## src/sv/bpab_pkg.sv

```systemverilog
// Package for the bitmap pixel unpack and alpha blend block.
// Holds the shared constants, format and register codes, and stage structs.
// No dependencies.
package bpab_pkg;

    localparam int PALETTE_DEPTH = 256;
    localparam int PAL_ADDR_W    = $clog2(PALETTE_DEPTH);

    localparam int CHAN_W  = 8;
    localparam int COLOR_W = 24;
    localparam int PIXEL_W = 32;
    localparam int SUM_W   = 16;
    localparam int PROD_W  = 32;
    localparam int CFG_W   = 24;
    localparam int CFG_IDX_W = 2;

    localparam logic [1:0] FMT_32BPP = 2'd0;
    localparam logic [1:0] FMT_24BPP = 2'd1;
    localparam logic [1:0] FMT_8BPP  = 2'd2;
    localparam logic [1:0] FMT_4BPP  = 2'd3;

    localparam logic [CFG_IDX_W-1:0] CFG_PIXEL_FORMAT     = 2'd0;
    localparam logic [CFG_IDX_W-1:0] CFG_BLEND_ALPHA      = 2'd1;
    localparam logic [CFG_IDX_W-1:0] CFG_BACKGROUND_COLOR = 2'd2;

    localparam logic OP_CONVERT       = 1'b0;
    localparam logic OP_PALETTE_WRITE = 1'b1;

    localparam logic [CHAN_W-1:0] ALPHA_MAX   = 8'hFF;
    localparam logic [CHAN_W-1:0] OPAQUE      = 8'hFF;
    localparam logic [SUM_W-1:0]  ROUND_BIAS  = 16'd127;
    localparam logic [PROD_W-1:0] RECIP_255   = 32'd32897;
    localparam int                RECIP_SHIFT = 23;

    typedef struct packed {
        logic               valid;
        logic [COLOR_W-1:0] fg;
    } lookup_out_t;

    typedef struct packed {
        logic               valid;
        logic [COLOR_W-1:0] color;
    } blend_out_t;

endpackage

```

## src/sv/bpab_blend.sv

```systemverilog
// Second and third pipeline stages: weighted channel sums, then division by 255
// through a reciprocal multiply. Depends on bpab_pkg.
module bpab_blend (
    input  logic                         clk,
    input  logic                         rst_n,
    input  logic                         en,
    input  bpab_pkg::lookup_out_t        in,
    input  logic [bpab_pkg::CHAN_W-1:0]  blend_alpha,
    input  logic [bpab_pkg::COLOR_W-1:0] background_color,
    output bpab_pkg::blend_out_t         out
);

    logic [2:0][bpab_pkg::SUM_W-1:0]  sum_next;
    logic [2:0][bpab_pkg::SUM_W-1:0]  sum_reg;
    logic [2:0][bpab_pkg::PROD_W-1:0] prod;
    logic [2:0][bpab_pkg::CHAN_W-1:0] chan_next;
    logic [2:0][bpab_pkg::CHAN_W-1:0] chan_reg;
    logic [bpab_pkg::CHAN_W-1:0]      inv_alpha;
    logic                             sum_valid_reg;
    logic                             chan_valid_reg;

    assign inv_alpha = bpab_pkg::ALPHA_MAX - blend_alpha;

    always_comb
    begin
        for (int c = 0; c < 3; c++)
        begin
            sum_next[c] = 16'(in.fg[c*8 +: 8]) * 16'(blend_alpha)
                        + 16'(background_color[c*8 +: 8]) * 16'(inv_alpha)
                        + bpab_pkg::ROUND_BIAS;
            prod[c]      = 32'(sum_reg[c]) * bpab_pkg::RECIP_255;
            chan_next[c] = prod[c][bpab_pkg::RECIP_SHIFT +: bpab_pkg::CHAN_W];
        end
    end

    always_ff @(posedge clk)
    begin
        if (en)
        begin
            sum_reg  <= sum_next;
            chan_reg <= chan_next;
        end
    end

    always_ff @(posedge clk or negedge rst_n)
    begin
        if (!rst_n)
        begin
            sum_valid_reg  <= 1'b0;
            chan_valid_reg <= 1'b0;
        end
        else if (en)
        begin
            sum_valid_reg  <= in.valid;
            chan_valid_reg <= sum_valid_reg;
        end
    end

    assign out.valid = chan_valid_reg;
    assign out.color = chan_reg;

endmodule

```

## config.mk

```make
export PLATFORM = sky130hd
export DESIGN_NAME = bpab_blend
export DESIGN_NICKNAME = d
export VERILOG_FILES = /design/src/sv/bpab_pkg.sv /design/src/sv/bpab_blend.sv
export SDC_FILE = /design/constraint.sdc
export NUM_CORES = 1
export LEC_CHECK = 0
export BUFFER_PORTS_ARGS = -buffer_cell sky130_fd_sc_hd__buf_2
export CAP_MARGIN = 40
export CORE_MARGIN = 4
export CORE_UTILIZATION = 40
export CTS_CLUSTER_SIZE = 24
export DETAILED_ROUTE_END_ITERATION = 7
export GPL_TIMING_DRIVEN = 1
export REMOVE_ABC_BUFFERS = 1
export SKIP_LAST_GASP = 1
export SYNTH_ARGS = -nofsm -noshare
export SYNTH_HDL_FRONTEND = slang
export SYNTH_SLANG_ARGS = --single-unit
```

## constraint.sdc

```tcl
create_clock -name clk -period 9.1 [get_ports clk]
set_input_delay 0.91 -clock clk [delete_from_list [all_inputs] [get_ports clk]]
set_output_delay 0.91 -clock clk [all_outputs]
set_load 0.05 [all_outputs]
```

# --- Word-level counts from Yosys, hierarchy flattened ---
# Cells that the tools add are included.
classes:
  addsub: 7
  multipliers: 9
ops:
  columns: ["operator", "n"]
  rows:
  - ["$mul 8x8->16", 6]
  - ["$mul 16x16->31 const B", 3]
  - ["$add 16x16->16", 3]
  - ["$add 16x7->16 const B", 3]
  - ["$sub 8x8->8 const A", 1]
totals:
  register_bits: 74
  out_inout_bits: 25

# --- Logic depth before layout (Yosys ltp) ---
logic_depth:
  word_depth: 4
  ltp_mapped: 21
  depth_no_buf: 20

# --- Worst setup path after synthesis ---
# No wires, ideal clock.
synth_timing:
  path_kind: "input -> register"
  startpoint: "input port blend_alpha[7] (netlist name)"
  endpoint: "register sum_reg[46] (netlist name), data pin"
  t_arrival_ns: 5.987
  t_required_ns: 8.837
  path_slack_ns: 2.850
  path_stages: 19
  path_buffers: 2
  path_cell_list: "clkbuf_1 clkbuf_1 nand2_1 fa_1 inv_1 fa_1 fa_1 fa_1 fa_1 inv_1 fa_1 inv_1 ha_1 or2_1 a21oi_1 o21ba_1 a41o_1 o41ai_2 xnor2_1"
synth_rtl:
  columns: ["item", "line_no", "rtl"]
  rows:
  - ["start, declared", "bpab_blend.sv:8", "input logic [bpab_pkg::CHAN_W-1:0] blend_alpha,"]
  - ["end signal, assigned", "bpab_blend.sv:40", "sum_reg <= sum_next;"]
  - ["end, declared", "bpab_blend.sv:14", "logic [2:0][bpab_pkg::SUM_W-1:0] sum_reg;"]

==> results.sh <==
export IMPL_status="finished, final reports clean"
export IMPL_fin_crit_sh=0.697
export IMPL_antenna_cells=0
export IMPL_grt_antenna_before_repair=0
export IMPL_drt_wl_total_um=39000
export IMPL_grt_pass1_vias=13800
export IMPL_ys_async_sr_fraction=0.0270
export IMPL_grt_overflow_total=0
export IMPL_cts_tree="built"
export IMPL_viasPerCell=4.97
export IMPL_timing_rr_start="sum_reg[45]"
export IMPL_cts_sinks=74
export IMPL_drt_iter0_drc=572
export IMPL_pre_cts_ws_ps=2350
export IMPL_track_usage=0.162
export IMPL_die_area_um2=51100
export IMPL_startpoint_type="primary input"
export IMPL_core_um2=46800
export IMPL_drcViolationCount=0
export IMPL_fin_nets=2715
export IMPL_setup_viol=0
export IMPL_cp_cell_sequence="buf_2, buf_4, nand2b_1, fa_1, inv_1, fa_1, fa_1, fa_1, fa_1, inv_1, fa_1, inv_1, ha_1, a21oi_2, o21ai_1, a2111oi_2, or2_1, o311ai_1"
export IMPL_die_w_um=226
export IMPL_final_setup_skew_ps=7.13
export IMPL_rows=79
export IMPL_synthFlopType="edfxtp_1"
export IMPL_hpwlAfterDp_um=32600
export IMPL_clk_latency_ps=350
export IMPL_vias=12900
export IMPL_syn_to_final_growth_pct=7.60
export IMPL_period_minus_slack_ps=6340
export IMPL_drv_slew=0
export IMPL_grt_pass1_wl_um=67400
export IMPL_maxCapViolCount=0
export IMPL_min_path_type="in -> async"
export IMPL_firstDrtPassIters=5
export IMPL_cp_end_kind="flop"
export IMPL_post_drt_wl_per_cell_um=15.0
export IMPL_path_depth=18
export IMPL_synth_avg_cell_area_um2=9.90
export IMPL_critical_path_top_delay_family="adder cells"
export IMPL_maxSlewHeadroom=0.582
export IMPL_crit_buf_inv=5
export IMPL_hold_slack_ps=330
export IMPL_max_freq_ghz=0.158
export IMPL_post_cts_buffers=0
export IMPL_layout_drive_gt1_share=0.0628
export IMPL_cp_slowest_stage_delay_ps=560
export IMPL_netlist_area_um2=19000
export IMPL_die_h_um=226
export IMPL_crit_required_ps=9160
export IMPL_crit_path_top_delay_cell="fa_1"
export IMPL_largest_reg_flops=48
export IMPL_initial_utilization=0.407
export IMPL_cts_htree_levels=3
export IMPL_fin_setup_tns_ps=0
export IMPL_worstPathArrival_ps=6400
export IMPL_synth_seq_cells=74
export IMPL_clkTransAtPathRegs_ps=60
export IMPL_critPathMaxFanout=25
export IMPL_yosysWarnings=0
export IMPL_fillers=4554
export IMPL_numCtsBuffers=9
export IMPL_cts_max_path_buffers=2
export IMPL_synth_edf_count=72
export IMPL_worst_pin_slew_ps=623
export IMPL_gp_congestion=0.814
export IMPL_reg2reg_depth=11
export IMPL_final_hold_violation_count=0
export IMPL_pin_count=85
export IMPL_grt_start_max_net_pins=57
export IMPL_cts_resized=0
export IMPL_clockRootBuffer="clkbuf_16"
export IMPL_cp_common_cell="fa_1"
export IMPL_ant_nets=0
export IMPL_cts_hold_buf=0
export IMPL_synth_seq_area_share=0.116
export IMPL_postLayoutCoreUtil=0.438
export IMPL_port_buffers=84
export IMPL_synthCells=1922
export IMPL_fin_ws_ps=2760
export IMPL_critPathKind="in -> reg"
export IMPL_rsz0062_at_grt="no"
export IMPL_crit_start="blend_alpha[1]"
export IMPL_synth_cell_type_count=56
-- synth_stat cells (4+ instances only) --
cell type / count / area, um^2
nand4_1: 10 / 62.6
and3_1: 5 / 31.3
nor4_1: 4 / 25.0
o21ai_1: 12 / 60.1
a211oi_1: 11 / 82.6
o21a_1: 9 / 67.6
edfxtp_1: 72 / 2160
nand2_1: 111 / 417
nand3_1: 15 / 75.1
a21o_1: 14 / 105
nor3_1: 15 / 75.1
clkbuf_1: 40 / 150
a31oi_1: 9 / 56.3
o21bai_1: 4 / 30.0
nor2_1: 34 / 128
o211ai_1: 5 / 37.5
inv_1: 411 / 1540
xnor2_1: 48 / 420
or3_1: 5 / 31.3
and2_1: 112 / 701
o21ai_0: 17 / 85.1
ha_1: 360 / 4500
nand2b_1: 101 / 632
nor2b_1: 97 / 607
fa_1: 309 / 6190
xor2_1: 14 / 123
a21oi_1: 34 / 170
-- cell type report --
| type | count | area (um^2) | area share |
|---|---|---|---|
| sequential | 74 | 2210 | 0.108 |
| timing repair buffer | 94 | 543 | 0.0265 |
| clock buffer | 9 | 225 | 0.0110 |
| multi-input combinational | 1396 | 15100 | 0.738 |
| tap | 607 | 759 | 0.0371 |
| clock inverter | 7 | 77.6 | 0.00379 |
| inverter | 411 | 1540 | 0.0753 |
-- cell usage in the layout (no fill, tap or decap), types with 8 or more instances in the layout --
master and count:
a31oi_1 9, fa_1 309, and2_1 112, clkbuf_16 9, nor2b_1 97, nand2_1 111, ha_1 360, nor3_1 15
a21oi_1 34, o21ai_0 17, xor2_1 14, nand2b_1 101, inv_1 411, nand4_1 10, buf_4 8, buf_2 83
edfxtp_1 72, a211oi_1 11, nand3_1 15, o21ai_1 12, a21o_1 14, o21a_1 9, xnor2_1 48, nor2_1 34
-- worst reg2reg max path: stages (launching register included) --
cell      delay (ps)
edfxtp_1         520
ha_1             350
ha_1             310
ha_1             300
ha_1             290
ha_1             320
nor3_1           250
a211oi_2          90
a211oi_2         370
o31ai_1          180
a21oi_1          200
xnor2_1           90
-- cells by family after synthesis --
kind of cell	Yosys count	share of synthesized area
muxes	3	0.00171
xor gates and xnor gates	63	0.0294
DFF	74	0.116
and+or+nand+nor	518	0.150
buffers and inverters	452	0.0893
AOI/OAI and AO/OA	143	0.0519
adders and majority gates	669	0.562
-- routing by layer --
metal,track usage,part of all wire
met5,0,0
met1,0.230,0.48
met4,0.0314,0.010
met2,0.275,0.49
met3,0.0122,0.023
-- stage by stage --
step                instances  cell area, um^2
detailed placement       2582            20200
CTS                      2598            20500
finish                   2598            20500
global route             2598            20500
floorplan                1881            18900
global placement         2579            20100
-- final timing paths --
path	end	slack [ps]
max	sum_reg[30]	2760
min	sum_valid_reg	330
max reg2reg	out[17]	5590
min reg2reg	sum_valid_reg	530
max in group asynchronous	chan_valid_reg	8680
min in group clk	sum_valid_reg	530
Power is not shown: default switching activity piles up to over one toggle a cycle in this logic, so the estimate is an artifact.
