$ cat src/sv/bpab_pkg.sv
// Package for the bitmap pixel unpack and alpha blend block.
// Holds the shared constants, format and register codes, and stage structs.
// No dependencies.
package bpab_pkg;

    localparam int PALETTE_DEPTH = 256;
    localparam int PAL_ADDR_W    = $clog2(PALETTE_DEPTH);

    localparam int CHAN_W  = 8;
    localparam int COLOR_W = 24;
    localparam int PIXEL_W = 32;
    localparam int SUM_W   = 16;
    localparam int PROD_W  = 32;
    localparam int CFG_W   = 24;
    localparam int CFG_IDX_W = 2;

    localparam logic [1:0] FMT_32BPP = 2'd0;
    localparam logic [1:0] FMT_24BPP = 2'd1;
    localparam logic [1:0] FMT_8BPP  = 2'd2;
    localparam logic [1:0] FMT_4BPP  = 2'd3;

    localparam logic [CFG_IDX_W-1:0] CFG_PIXEL_FORMAT     = 2'd0;
    localparam logic [CFG_IDX_W-1:0] CFG_BLEND_ALPHA      = 2'd1;
    localparam logic [CFG_IDX_W-1:0] CFG_BACKGROUND_COLOR = 2'd2;

    localparam logic OP_CONVERT       = 1'b0;
    localparam logic OP_PALETTE_WRITE = 1'b1;

    localparam logic [CHAN_W-1:0] ALPHA_MAX   = 8'hFF;
    localparam logic [CHAN_W-1:0] OPAQUE      = 8'hFF;
    localparam logic [SUM_W-1:0]  ROUND_BIAS  = 16'd127;
    localparam logic [PROD_W-1:0] RECIP_255   = 32'd32897;
    localparam int                RECIP_SHIFT = 23;

    typedef struct packed {
        logic               valid;
        logic [COLOR_W-1:0] fg;
    } lookup_out_t;

    typedef struct packed {
        logic               valid;
        logic [COLOR_W-1:0] color;
    } blend_out_t;

endpackage

$ cat src/sv/bpab_skid.sv
// Output register with one skid entry, so the upstream ready is a register.
// Depends on bpab_pkg.
module bpab_skid (
    input  logic                         clk,
    input  logic                         rst_n,
    input  logic                         in_valid,
    input  logic [bpab_pkg::PIXEL_W-1:0] in_data,
    output logic                         in_ready,
    output logic                         out_valid,
    input  logic                         out_ready,
    output logic [bpab_pkg::PIXEL_W-1:0] out_data
);

    logic                         out_valid_reg;
    logic                         skid_valid_reg;
    logic [bpab_pkg::PIXEL_W-1:0] out_data_reg;
    logic [bpab_pkg::PIXEL_W-1:0] skid_data_reg;

    always_ff @(posedge clk or negedge rst_n)
    begin
        if (!rst_n)
        begin
            out_valid_reg  <= 1'b0;
            skid_valid_reg <= 1'b0;
        end
        else if (out_ready || !out_valid_reg)
        begin
            if (skid_valid_reg)
            begin
                out_valid_reg  <= 1'b1;
                skid_valid_reg <= 1'b0;
            end
            else
            begin
                out_valid_reg <= in_valid;
            end
        end
        else if (in_valid && !skid_valid_reg)
        begin
            skid_valid_reg <= 1'b1;
        end
    end

    always_ff @(posedge clk)
    begin
        if (out_ready || !out_valid_reg)
        begin
            out_data_reg <= skid_valid_reg ? skid_data_reg : in_data;
        end
        else if (in_valid && !skid_valid_reg)
        begin
            skid_data_reg <= in_data;
        end
    end

    assign in_ready  = !skid_valid_reg;
    assign out_valid = out_valid_reg;
    assign out_data  = out_data_reg;

    assert property (@(posedge clk) disable iff (!rst_n)
        skid_valid_reg |-> out_valid_reg)
        else $error("Skid entry is full while the output register is empty.");

    assert property (@(posedge clk) disable iff (!rst_n)
        (skid_valid_reg && out_ready) |=> !skid_valid_reg)
        else $error("Skid entry was not drained after the output beat was taken.");

endmodule

$ cat config.mk
export PLATFORM = sky130hd
export DESIGN_NAME = bpab_skid
export DESIGN_NICKNAME = d
export VERILOG_FILES = /design/src/sv/bpab_pkg.sv /design/src/sv/bpab_skid.sv
export SDC_FILE = /design/constraint.sdc
export NUM_CORES = 1
export LEC_CHECK = 0
export BUFFER_PORTS_ARGS = -buffer_cell sky130_fd_sc_hd__clkbuf_2
export CAP_MARGIN = 20
export CORE_AREA = 2 2 78 80
export CTS_CLUSTER_SIZE = 30
export DETAILED_ROUTE_END_ITERATION = 16
export DIE_AREA = 0 0 80 82
export HOLD_SLACK_MARGIN = 0.15
export PLACE_DENSITY = 0.72
export SYNTH_ARGS = -nofsm -noshare
export SYNTH_HDL_FRONTEND = slang
export SYNTH_SLANG_ARGS = --single-unit
$ cat constraint.sdc
create_clock -name clk -period 4.82 [get_ports clk]
set_input_delay 0.964 -clock clk [delete_from_list [all_inputs] [get_ports clk]]
set_output_delay 0.964 -clock clk [all_outputs]
set_load 0.05 [all_outputs]
==> Yosys cells after proc, flatten, opt, wreduce, memory -nomap -nowiden <==
Index checks and enable logic that the tools add are counted.
{ "classes": {"n_addsub": 0, "n_mul": 0, "div_mod_pow": 0, "magnitude_cmp": 0, "eq_ne": 0, "shifts": 0, "muxes": 4, "bitwise": 1, "n_reduce_logical": 6} }
{ "op_table": {"columns": ["cell", "n"], "rows": [
  ["32-bit 2-to-1 mux", 1],
  ["1-bit 2-to-1 mux", 3],
  ["1-bit zero test", 2],
  ["2-bit AND reduction", 1],
  ["2-bit nonzero test", 1],
  ["1-bit logical AND", 1],
  ["1-bit logical OR", 1],
  ["1-bit inverter", 1]
]} }
{ "word_totals": {"regBits": 66, "latch_bits": 0, "ram_bits": 0, "mem_bits_ro": 0, "input_bits": 36, "mem_count": 0} }

==> Depth between registers and ports, before layout <==
Gate-level depths: netlist (run 1).
{ "logic_depth": {"ltp_word": 4, "depth_mapped": 4, "depth_no_buf": 2} }

==> Least setup slack after synthesis (run 1) <==
No wires, ideal clock.
{ "synth_timing": {"path_type": "input to register", "startpoint": "input port out_ready", "endpoint": "register skid_data_reg[0] (netlist name), enable pin", "setup_time_ns": 0.468, "t_arrival_ns": 4.272, "path_slack_ns": 0.080, "cell_stages": 2, "path_buffers": 0, "cell_sequence": "nand2b_1 nor3b_1"} }
{ "synth_between": {"elab_chain_cells": 3} }
{ "synth_rtl": {"columns": ["item", "line_no", "text"], "rows": [
  ["start: declaration", "bpab_skid.sv:10", "input logic out_ready,"],
  ["1-bit logical OR", "bpab_skid.sv:46", "if (out_ready || !out_valid_reg)"],
  ["1-bit inverter (no line)", null, null],
  ["2-bit AND reduction (no line)", null, null],
  ["end signal: assignment", "bpab_skid.sv:52", "skid_data_reg <= in_data;"],
  ["end: declaration", "bpab_skid.sv:17", "logic [bpab_pkg::PIXEL_W-1:0] skid_data_reg;"]
]} }
Every way passes these cells.
A chain may end at the register's enable or synchronous reset.

==> Final worst setup path (run 1) <==
{ "layout_timing": {"startpoint": "register skid_valid_reg", "endpoint": "output port in_ready"} }
{ "layout_between": {"elab_chain_cells": 1} }
{ "layout_rtl": {"columns": ["item", "line_no", "text"], "rows": [
  ["start: declaration", "bpab_skid.sv:15", "logic skid_valid_reg;"],
  ["start signal: assignment", "bpab_skid.sv:24", "skid_valid_reg <= 1'b0;"],
  ["start signal: assignment", "bpab_skid.sv:31", "skid_valid_reg <= 1'b0;"],
  ["start signal: assignment", "bpab_skid.sv:40", "skid_valid_reg <= 1'b1;"],
  ["1-bit zero test", "bpab_skid.sv:56", "assign in_ready = !skid_valid_reg;"],
  ["end: declaration", "bpab_skid.sv:8", "output logic in_ready,"]
]} }
Every way passes these cells.

==> impl_metrics.ini, run 1 <==
[finish]
diodes = 0
fill_cells = 495
drive_gt1_share_pct = 61.70
area_delta_synth_final_pct = 21.23
fin_cells = 263
final_nets = 222

[run]
cap_violations = 0

[synth]
seq_area_frac_synth_pct = 77.98
syn-cell-area_um2 = 2529
syn-num-nets = 144
synth_commonest_cells = 64 x edfxtp_1, 27 x mux2_4, 5 x mux2_2
ys.flop_type = edfxtp_1
synth_edf_count = 64
synth.distinct_cells = 12
synth-async-reset-ratio_pct = 3.030
synth_warnings = 0
yosysMostFrequentCell = edfxtp_1
postSynthAreaPerCell_um2 = 23.41
synth_top_cell_by_area = edfxtp_1
synth_area_leaders = edfxtp_1 76%, mux2_4 16%, mux2_2 2.2%
yosys.area.top_type_share_pct = 76.00
synthCells = 108
ys_ff_latch = 66

[clock_network]
cts_root_buf = clkbuf_8
cts_buffer_depth = 2
cts-buffers-inserted = 9
clk-insertion-delay-late_ns = 0.33
clkSlewWorstSetupHoldPaths_ns = 0.06
ctsResizeCount = 0
cts_sinks = 66
cts_tree = done
cts_setup_buffers = 0
cts-hold-fix-buffers = 0
h-tree-depth = 3

[die]
ioPinCount = 70
rows = 28
core_um2 = 5746
die_area_um2 = 6560
start_util_pct = 44.01
die_h_um = 82
die_x_um = 80

[timing]
max_clock_freq_mhz = 372.7
finClkSkew_ns = 0.005507
fin_crit_sh_pct = 55.67
rsz0062_at_grt = no
setup_viol = 0
timing_hold_violations_final = 0
setup_tns_ns = 0
finalHoldWorstSlack_ns = 0.4078
slew_headroom_pct = 33.59
period_minus_slack_ns = 2.683
final_max_slew_viol_count = 0
worst_pin_slew_ns = 0.9961

[global_routing]
gr-total-overflow = 0
grt_max_degree = 36
globalRouteTotalUtil_pct = 12.76
grt_pass1_wl_um = 5982
grt_pass1_vias = 1255
antenna_found_initial = 0

[critical_path]
arrival_ns = 1.72
worstSetupPathType = reg2out
path_cells = inv_1 -> clkbuf_2
max_stage_delay_ns = 1.03
slowest_stage = dfrtp_2
cp_max_fo = 35
startpoint_type = flop
end_kind = output port
required_ns = 3.86

[placed_design]
dpl.hpwl_um = 2705
gp_congestion = 0.6669
dp_cells = 250
io_buffers = 69

[power]
p_total_mw = 1.257
peakVddDrop_mv = 0.2448
total_leakage_power_nw = 1.239
powerDensity_nw_per_um2 = 410.0

[worst_hold_path]
hp-class = in2async

[outcome]
outcome = complete, no violations

[detailed_routing]
via_per_inst = 4.643
wl_per_cell_um = 14.90
firstDrtPassIters = 4
drt-initial-drc-count = 37
vias = 1221
drt-total-wl_um = 3919
drc = 0
ant_nets = 0
## metal layers
metal  share of wire, %  global-route usage [%]
met1                 42                   15.32
met2                 47                   18.83
met3                9.8                   6.593
met5                  0                       0
met4               0.97                   6.610
## power by group
| part | total (mW) | internal [mW] | switching (mW) |
|---|---|---|---|
| clock network | 0.359 | 0.178 | 0.181 |
| logic | 0.198 | 0.0651 | 0.133 |
| registers | 0.700 | 0.679 | 0.0217 |
## worst max-delay path, delay by kind of cell, from the launching register on
| kind | cells | cell delay (ns) |
|---|---|---|
| buf+inv | 2 | 0.36 |
| flops | 1 | 1.03 |
## worst paths after layout
check | start | end | slack (ns) | depth (start not counted)
setup / recovery | skid_valid_reg | in_ready | 2.14 | 2
hold / removal | rst_n | out_valid | 0.41 | 1
setup reg to reg | out_valid | skid_data_reg[10] | 2.95 | 3
hold reg to reg | skid_data_reg[28] | out_data[28] | 0.55 | 1
max in group asynchronous | rst_n | skid_valid_reg | 4.30 | 1
min in group clk | skid_data_reg[28] | out_data[28] | 0.55 | 1
## layout make-up
type | count | area [um2] | area share [%]
sequential | 66 | 1973 | 64.37
tap | 75 | 93.84 | 3.061
clock buffer | 12 | 135.1 | 4.408
clock inverter | 1 | 5.005 | 0.1633
multi-input combinational | 37 | 494.2 | 16.12
inverter | 1 | 3.754 | 0.1224
timing repair buffer | 71 | 360.3 | 11.76
## cell usage in the layout, fill, tap and decap left out
cell / Yosys / routed
nand2b_2: 0 / 1
mux2_4: 27 / 27
inv_1: 1 / 1
nand2_1: 1 / 1
clkbuf_1: 0 / 3
clkbuf_2: 0 / 69
dfrtp_1: 2 / 1
mux2_2: 5 / 5
clkinv_2: 0 / 1
buf_4: 0 / 2
nor2_1: 2 / 2
dfrtp_2: 0 / 1
clkbuf_8: 0 / 9
nor3b_2: 0 / 1
edfxtp_1: 64 / 64
## logic make-up after synthesis
kind of cell / after synthesis / synth area share [%]
buf+inv: 5 / 2.771
mux: 32 / 18.26
flops: 66 / 77.98
simple gates: 5 / 0.9898
## metrics by stage
| step | setup slack [ns] | utilization (%) | cell area [um2] |
|---|---|---|---|
| after global routing | 2.053 | 53.35 | 3065 |
| after detailed placement | 2.124 | 50.91 | 2925 |
| after CTS | 2.117 | 53.35 | 3065 |
| final | 2.137 | 53.35 | 3065 |
| after floorplan | 0.08017 | - | 2529 |
| after global placement | 2.188 | 50.91 | 2925 |
(Power assumes the default switching activity.)
==> inputs of run 2 (changes only) <==
ABC_AREA = 1   (was default)
PLACE_DENSITY = 0.75   (was 0.72)
clock period = 2.3 ns   (was 4.82 ns; I/O delays follow)
==> run 2 against run 1 <==
Compared with the run above: die area did not move; global-route usage rose by 1.3 points; sequential share of layout area fell by 1.3 points; synthesized cell count rose by 64%; clock-buffer cell count fell by 3; clock power rose to 3.1 times the previous value; design area rose by 2.0%; critical path depth did not move; first-iteration DRC count rose to 2.9 times the previous value; worst hold slack got worse by 0.090 ns; non-clock buffer count rose by 3; critical path type unchanged.
==> impl_metrics.ini, run 2 <==
[run]
cap_violations = 0

[synth]
synth.distinct_cells = 10
synth_warnings = 0
synthCells = 177
synth_area_leaders = edfxtp_1 77%, nand2_1 13%, nand2_2 3.8%
postSynthAreaPerCell_um2 = 14.10
synth_commonest_cells = 84 x nand2_1, 64 x edfxtp_1, 15 x nand2_2
seq_area_frac_synth_pct = 79.00
syn-cell-area_um2 = 2496
yosys.area.top_type_share_pct = 76.99
synth-async-reset-ratio_pct = 3.030
synth_top_cell_by_area = edfxtp_1
ys.flop_type = edfxtp_1
syn-num-nets = 213
synth_edf_count = 64
yosysMostFrequentCell = nand2_1
ys_ff_latch = 66

[detailed_routing]
routed.top_layer = met4
firstDrtPassIters = 4
vias = 1468
dr_wl_met2_um = 2027
drt-total-wl_um = 4193
drc = 0
drt-initial-drc-count = 106
wl_per_cell_um = 12.52
drt-met1-wl_um = 1839
ant_nets = 0
met3_length_um = 252
via_per_inst = 4.382

[worst_hold_path]
hp-class = in2reg
worstHoldStart = in_data[12]
min_to = skid_data_reg[12]
worstHoldPathCells = 1

[finish]
area_delta_synth_final_pct = 25.31
drive_gt1_share_pct = 40.38
final_nets = 291
diodes = 0
final_cell_mix = 83 x nand2_1, 69 x clkbuf_2, 64 x edfxtp_1
final_common_cell = nand2_1
fin_cells = 335
stdcell_area_um2 = 3128

[die]
die_x_um = 80
die_h_um = 82
ioPinCount = 70
die_area_um2 = 6560
rows = 28
core_um2 = 5746
start_util_pct = 43.45

[placed_design]
place_worst_setup_slack_ns = 0.6873
dpl.hpwl_um = 2803
gp_congestion = 0.6191
dpl-instance-area_um2 = 2887
io_buffers = 69
dp_cells = 318

[power]
switchingPower_mw = 0.7912
peakVddDrop_mv = 0.4183
p_total_mw = 3.024
netSwitchingFraction_pct = 26.16
power_frac_clock_pct = 37.2
internal_power_mw = 2.233
seq_power_share_pct = 48.1
combPwrFrac_pct = 14.8
powerDensity_nw_per_um2 = 966.9
total_leakage_power_nw = 1.375

[clock_network]
cts-buffers-inserted = 9
clk-insertion-delay-late_ns = 0.34
h-tree-depth = 3
cts_tree = done
clkSlewWorstSetupHoldPaths_ns = 0.07
cts_root_buf = clkbuf_8
cts_sinks = 66
cts_setup_buffers = 0
ctsResizeCount = 0
cts_buffer_depth = 2

[timing]
timing_hold_violations_final = 0
final_max_slew_viol_count = 0
setup_tns_ns = 0
fin_crit_sh_pct = 77.56
rsz0062_at_grt = no
worst_pin_slew_ns = 0.4104
finClkSkew_ns = 0.004128
max_clock_freq_mhz = 560.6
period_minus_slack_ns = 1.784
fin_ws_ns = 0.5162
slew_headroom_pct = 72.54
setup_viol = 0

[critical_path]
path_cells = inv_8 -> clkbuf_2
arrival_ns = 1.32
required_ns = 1.84
slowest_stage = dfrtp_1
rr_worst_depth = 4
cpLargestDelayFamily = buffers and inverters
max_stage_delay_ns = 0.44
end_kind = output port
reg2reg_slack_ns = 0.80
r2r_start = skid_valid_reg
critPathBufInv = 2
r2r_end = skid_data_reg[16]
startpoint_type = flop
cp_max_fo = 34
worstSetupPathType = reg2out

[global_routing]
gr-total-overflow = 0
grt_pass1_wl_um = 6603
globalRouteTotalUtil_pct = 14.08
grt_pass1_vias = 1374
grt_max_degree = 35
antenna_found_initial = 0

[outcome]
outcome = complete, no violations
## run 2: cell count changes after synthesis, moves of 2 or more
cell,change
buf_4,+2
mux2_2,-5
mux2_4,-27
buf_6,+2
nand2_2,+15
nand2_1,+83
## run 2: layout make-up
cell class | instances | area, um2
Fill cell | 503 | 2618
Sequential cell | 66 | 1972
Multi-Input combinational cell | 102 | 430.4
Timing Repair Buffer | 74 | 385.4
Clock buffer | 9 | 123.9
Clock inverter | 7 | 107.6
Tap cell | 75 | 93.84
Inverter | 2 | 15.01
## run 2: worst max-delay path by stage
stage / from / endpoint / cells after the start
detailed placement: out_ready / skid_data_reg[12] / 5
CTS: skid_valid_reg / in_ready / 2
floorplan: out_valid / skid_data_reg[0] / 2
global route: skid_valid_reg / in_ready / 2
global placement: out_ready / skid_data_reg[16] / 5
finish: skid_valid_reg / in_ready / 2
## run 2: per-layer routing
layer,track usage [%],up-vias
met3,5.165,5
met1,17.70,666
li1,-,751
met2,22.08,46
met5,0,-
met4,6.102,0
## run 2: kinds of logic after synthesis
family,count (synthesis),share of synthesized area [%]
DFF,66,79.00
and+or+nand+nor,102,16.84
buffers and inverters,9,4.160
## run 2: what timing repair did
action / in CTS / in global routing
endpoints found under the setup margin: 0 / 0
hold buffers: 1 / 0
endpoints found under the hold margin: 2 / 0
## run 2: worst reg2reg max path: stages (launching register included)
cell and delay (ns):
dfrtp_1 0.44, inv_8 0.22, nand2_1 0.13, nor2_4 0.12
buf_4 0.27
## run 2: power groups by stage
stage                     sequential, mW  clock, mW  combinational, mW
after CTS                           1.45       1.15              0.453
after detailed placement            1.48          0              0.450
after floorplan                     1.69          0              0.129
after global placement              1.48          0              0.444
after global routing                1.46       1.18              0.483
final                               1.45       1.12              0.446
## run 2: through the flow
stage / hold WS (ns) / util, %
2_1_floorplan: 0.1644 / -
3_3_place_gp: 0.2491 / 50.24
3_5_place_dp: 0.2514 / 50.24
4_1_cts: 0.3072 / 54.44
5_1_grt: 0.3063 / 54.44
6_report: 0.3181 / 54.44
==> inputs of run 3 (changes only) <==
ABC_AREA = 0   (was 1)
clock period = 1.6 ns   (was 2.3 ns; I/O delays follow)
==> run 3 against run 2 <==
Compared with the run above: core utilization grew 0.35 points; power increased by 26%; global-route usage down 0.84 points; flip-flop and latch count did not move; clock skew barely moved; routed wire length fell by 9.7%; sequential power is 43% higher; via count shrank 17%; design area grew 0.64%; cell count decreased by 19%; combinational power grew 45%; worst setup slack got worse by 0.37 ns; critical path type unchanged.
==> impl_metrics.ini, run 3 (synthesis gave the netlist of run 1 again) <==
[outcome]
outcome = complete, no violations

[power]
peakVddDrop_mv = 0.5913
seq_power_share_pct = 54.3
combPwrFrac_pct = 16.9
p_total_mw = 3.825
netSwitchingFraction_pct = 26.86
switchingPower_mw = 1.027
total_leakage_power_nw = 1.280
powerDensity_nw_per_um2 = 1215
internal_power_mw = 2.797
power_frac_clock_pct = 28.8

[finish]
regArea_um2 = 1974
final_common_cell = clkbuf_2
diodes = 0
drive_gt1_share_pct = 62.05
final_cell_mix = 69 x clkbuf_2, 64 x edfxtp_1, 27 x mux2_4
fill_cells = 496
multi_input_area_um2 = 505.5
area_delta_synth_final_pct = 24.49
final_nets = 226

[global_routing]
grt_pass1_wl_um = 6030
globalRouteTotalUtil_pct = 13.24
gr-total-overflow = 0
grt_max_degree = 35
antenna_found_initial = 0
grt_pass1_vias = 1259

[clock_network]
clkSlewWorstSetupHoldPaths_ns = 0.07
cts-buffers-inserted = 9
cts_sinks = 66
clk-insertion-delay-late_ns = 0.33
cts_root_buf = clkbuf_8
cts_setup_buffers = 0
h-tree-depth = 3
cts_buffer_depth = 2
cts_tree = done

[placed_design]
io_buffers = 69
place_worst_setup_slack_ns = 0.2975
dpl.hpwl_um = 2632
gp_congestion = 0.7329

[timing]
slew_headroom_pct = 71.07
setup_viol = 0
fin_ws_ns = 0.1434
finalHoldWorstSlack_ns = 0.1794
finClkSkew_ns = 0.003851
timing_hold_violations_final = 0
rsz0062_at_grt = no
worst_pin_slew_ns = 0.4340
final_max_slew_viol_count = 0
period_minus_slack_ns = 1.457
fin_crit_sh_pct = 91.04
max_clock_freq_mhz = 686.5

[die]
start_util_pct = 44.01
core_um2 = 5746
die_area_um2 = 6560
ioPinCount = 70
rows = 28
die_h_um = 82
die_x_um = 80

[critical_path]
critPathBufInv = 2
worstSetupPathType = reg2out
required_ns = 1.28
cp_max_fo = 5
max_stage_delay_ns = 0.46
end_kind = output port
cp.depth = 2
arrival_ns = 1.14
cpLargestDelayFamily = flip-flops
path_cells = inv_1 -> clkbuf_2
startpoint_type = flop
slowest_stage = dfrtp_2
rr_worst_depth = 2

[detailed_routing]
vias = 1219
drt-initial-drc-count = 55
drt-total-wl_um = 3786
ant_nets = 0
firstDrtPassIters = 4
wl_per_cell_um = 14.02
drc = 0
via_per_inst = 4.515

[worst_hold_path]
worstHoldPathCells = 1
hp-class = in2reg

[run]
cap_violations = 0
run 3: worst reg2reg max path, stage by stage (launching register included):
cell     delay, ns
dfrtp_2       0.44
buf_4         0.23
mux2_2        0.36
run 3: final cells by class:
cell class	instances	area share, %
Clock inverter	5	0.6757
Sequential cell	66	62.72
Inverter	1	0.1192
Timing Repair Buffer	75	13.28
Clock buffer	11	4.173
Tap cell	75	2.981
Multi-Input combinational cell	37	16.06
run 3: per-stage QoR:
stage	instances	setup TNS, ns	util (%)	instance area [um2]
6_report	270	0	54.79	3148
5_1_grt	270	0	54.79	3148
4_1_cts	270	0	54.79	3148
3_5_place_dp	253	0	51.96	2985
3_3_place_gp	253	0	51.96	2985
2_1_floorplan	108	-17.85	-	2549
run 3: power groups by stage:
stage / registers (mW) / logic, mW / clock network, mW
floorplan: 2.40 / 0.216 / 0
global placement: 2.11 / 0.643 / 0
detailed placement: 2.11 / 0.654 / 0
CTS: 2.08 / 0.657 / 1.15
global route: 2.09 / 0.680 / 1.23
finish: 2.08 / 0.646 / 1.10
run 3: worst paths after layout:
kind	slack (ns)	endpoint	startpoint
setup / recovery	0.14	in_ready	skid_valid_reg
hold / removal	0.18	skid_data_reg[26]	in_data[26]
setup reg to reg	0.32	out_data[31]	skid_valid_reg
hold reg to reg	0.54	out_data[17]	skid_data_reg[17]
max in group asynchronous	1.19	skid_valid_reg	rst_n
min in group asynchronous	0.31	out_valid	rst_n
run 3: metal layers:
layer	track usage, %	vias up	part of all wire [%]
met5	0	-	0
met4	6.102	0	1.6
met3	7.253	8	8.8
met2	20.17	47	48
met1	15.41	575	41
li1	-	589	-
run 3: repair_timing:
action / CTS / global route
endpoints found under the hold margin: 2 / 0
resized for setup: 0 / 0
hold buffers: 1 / 0
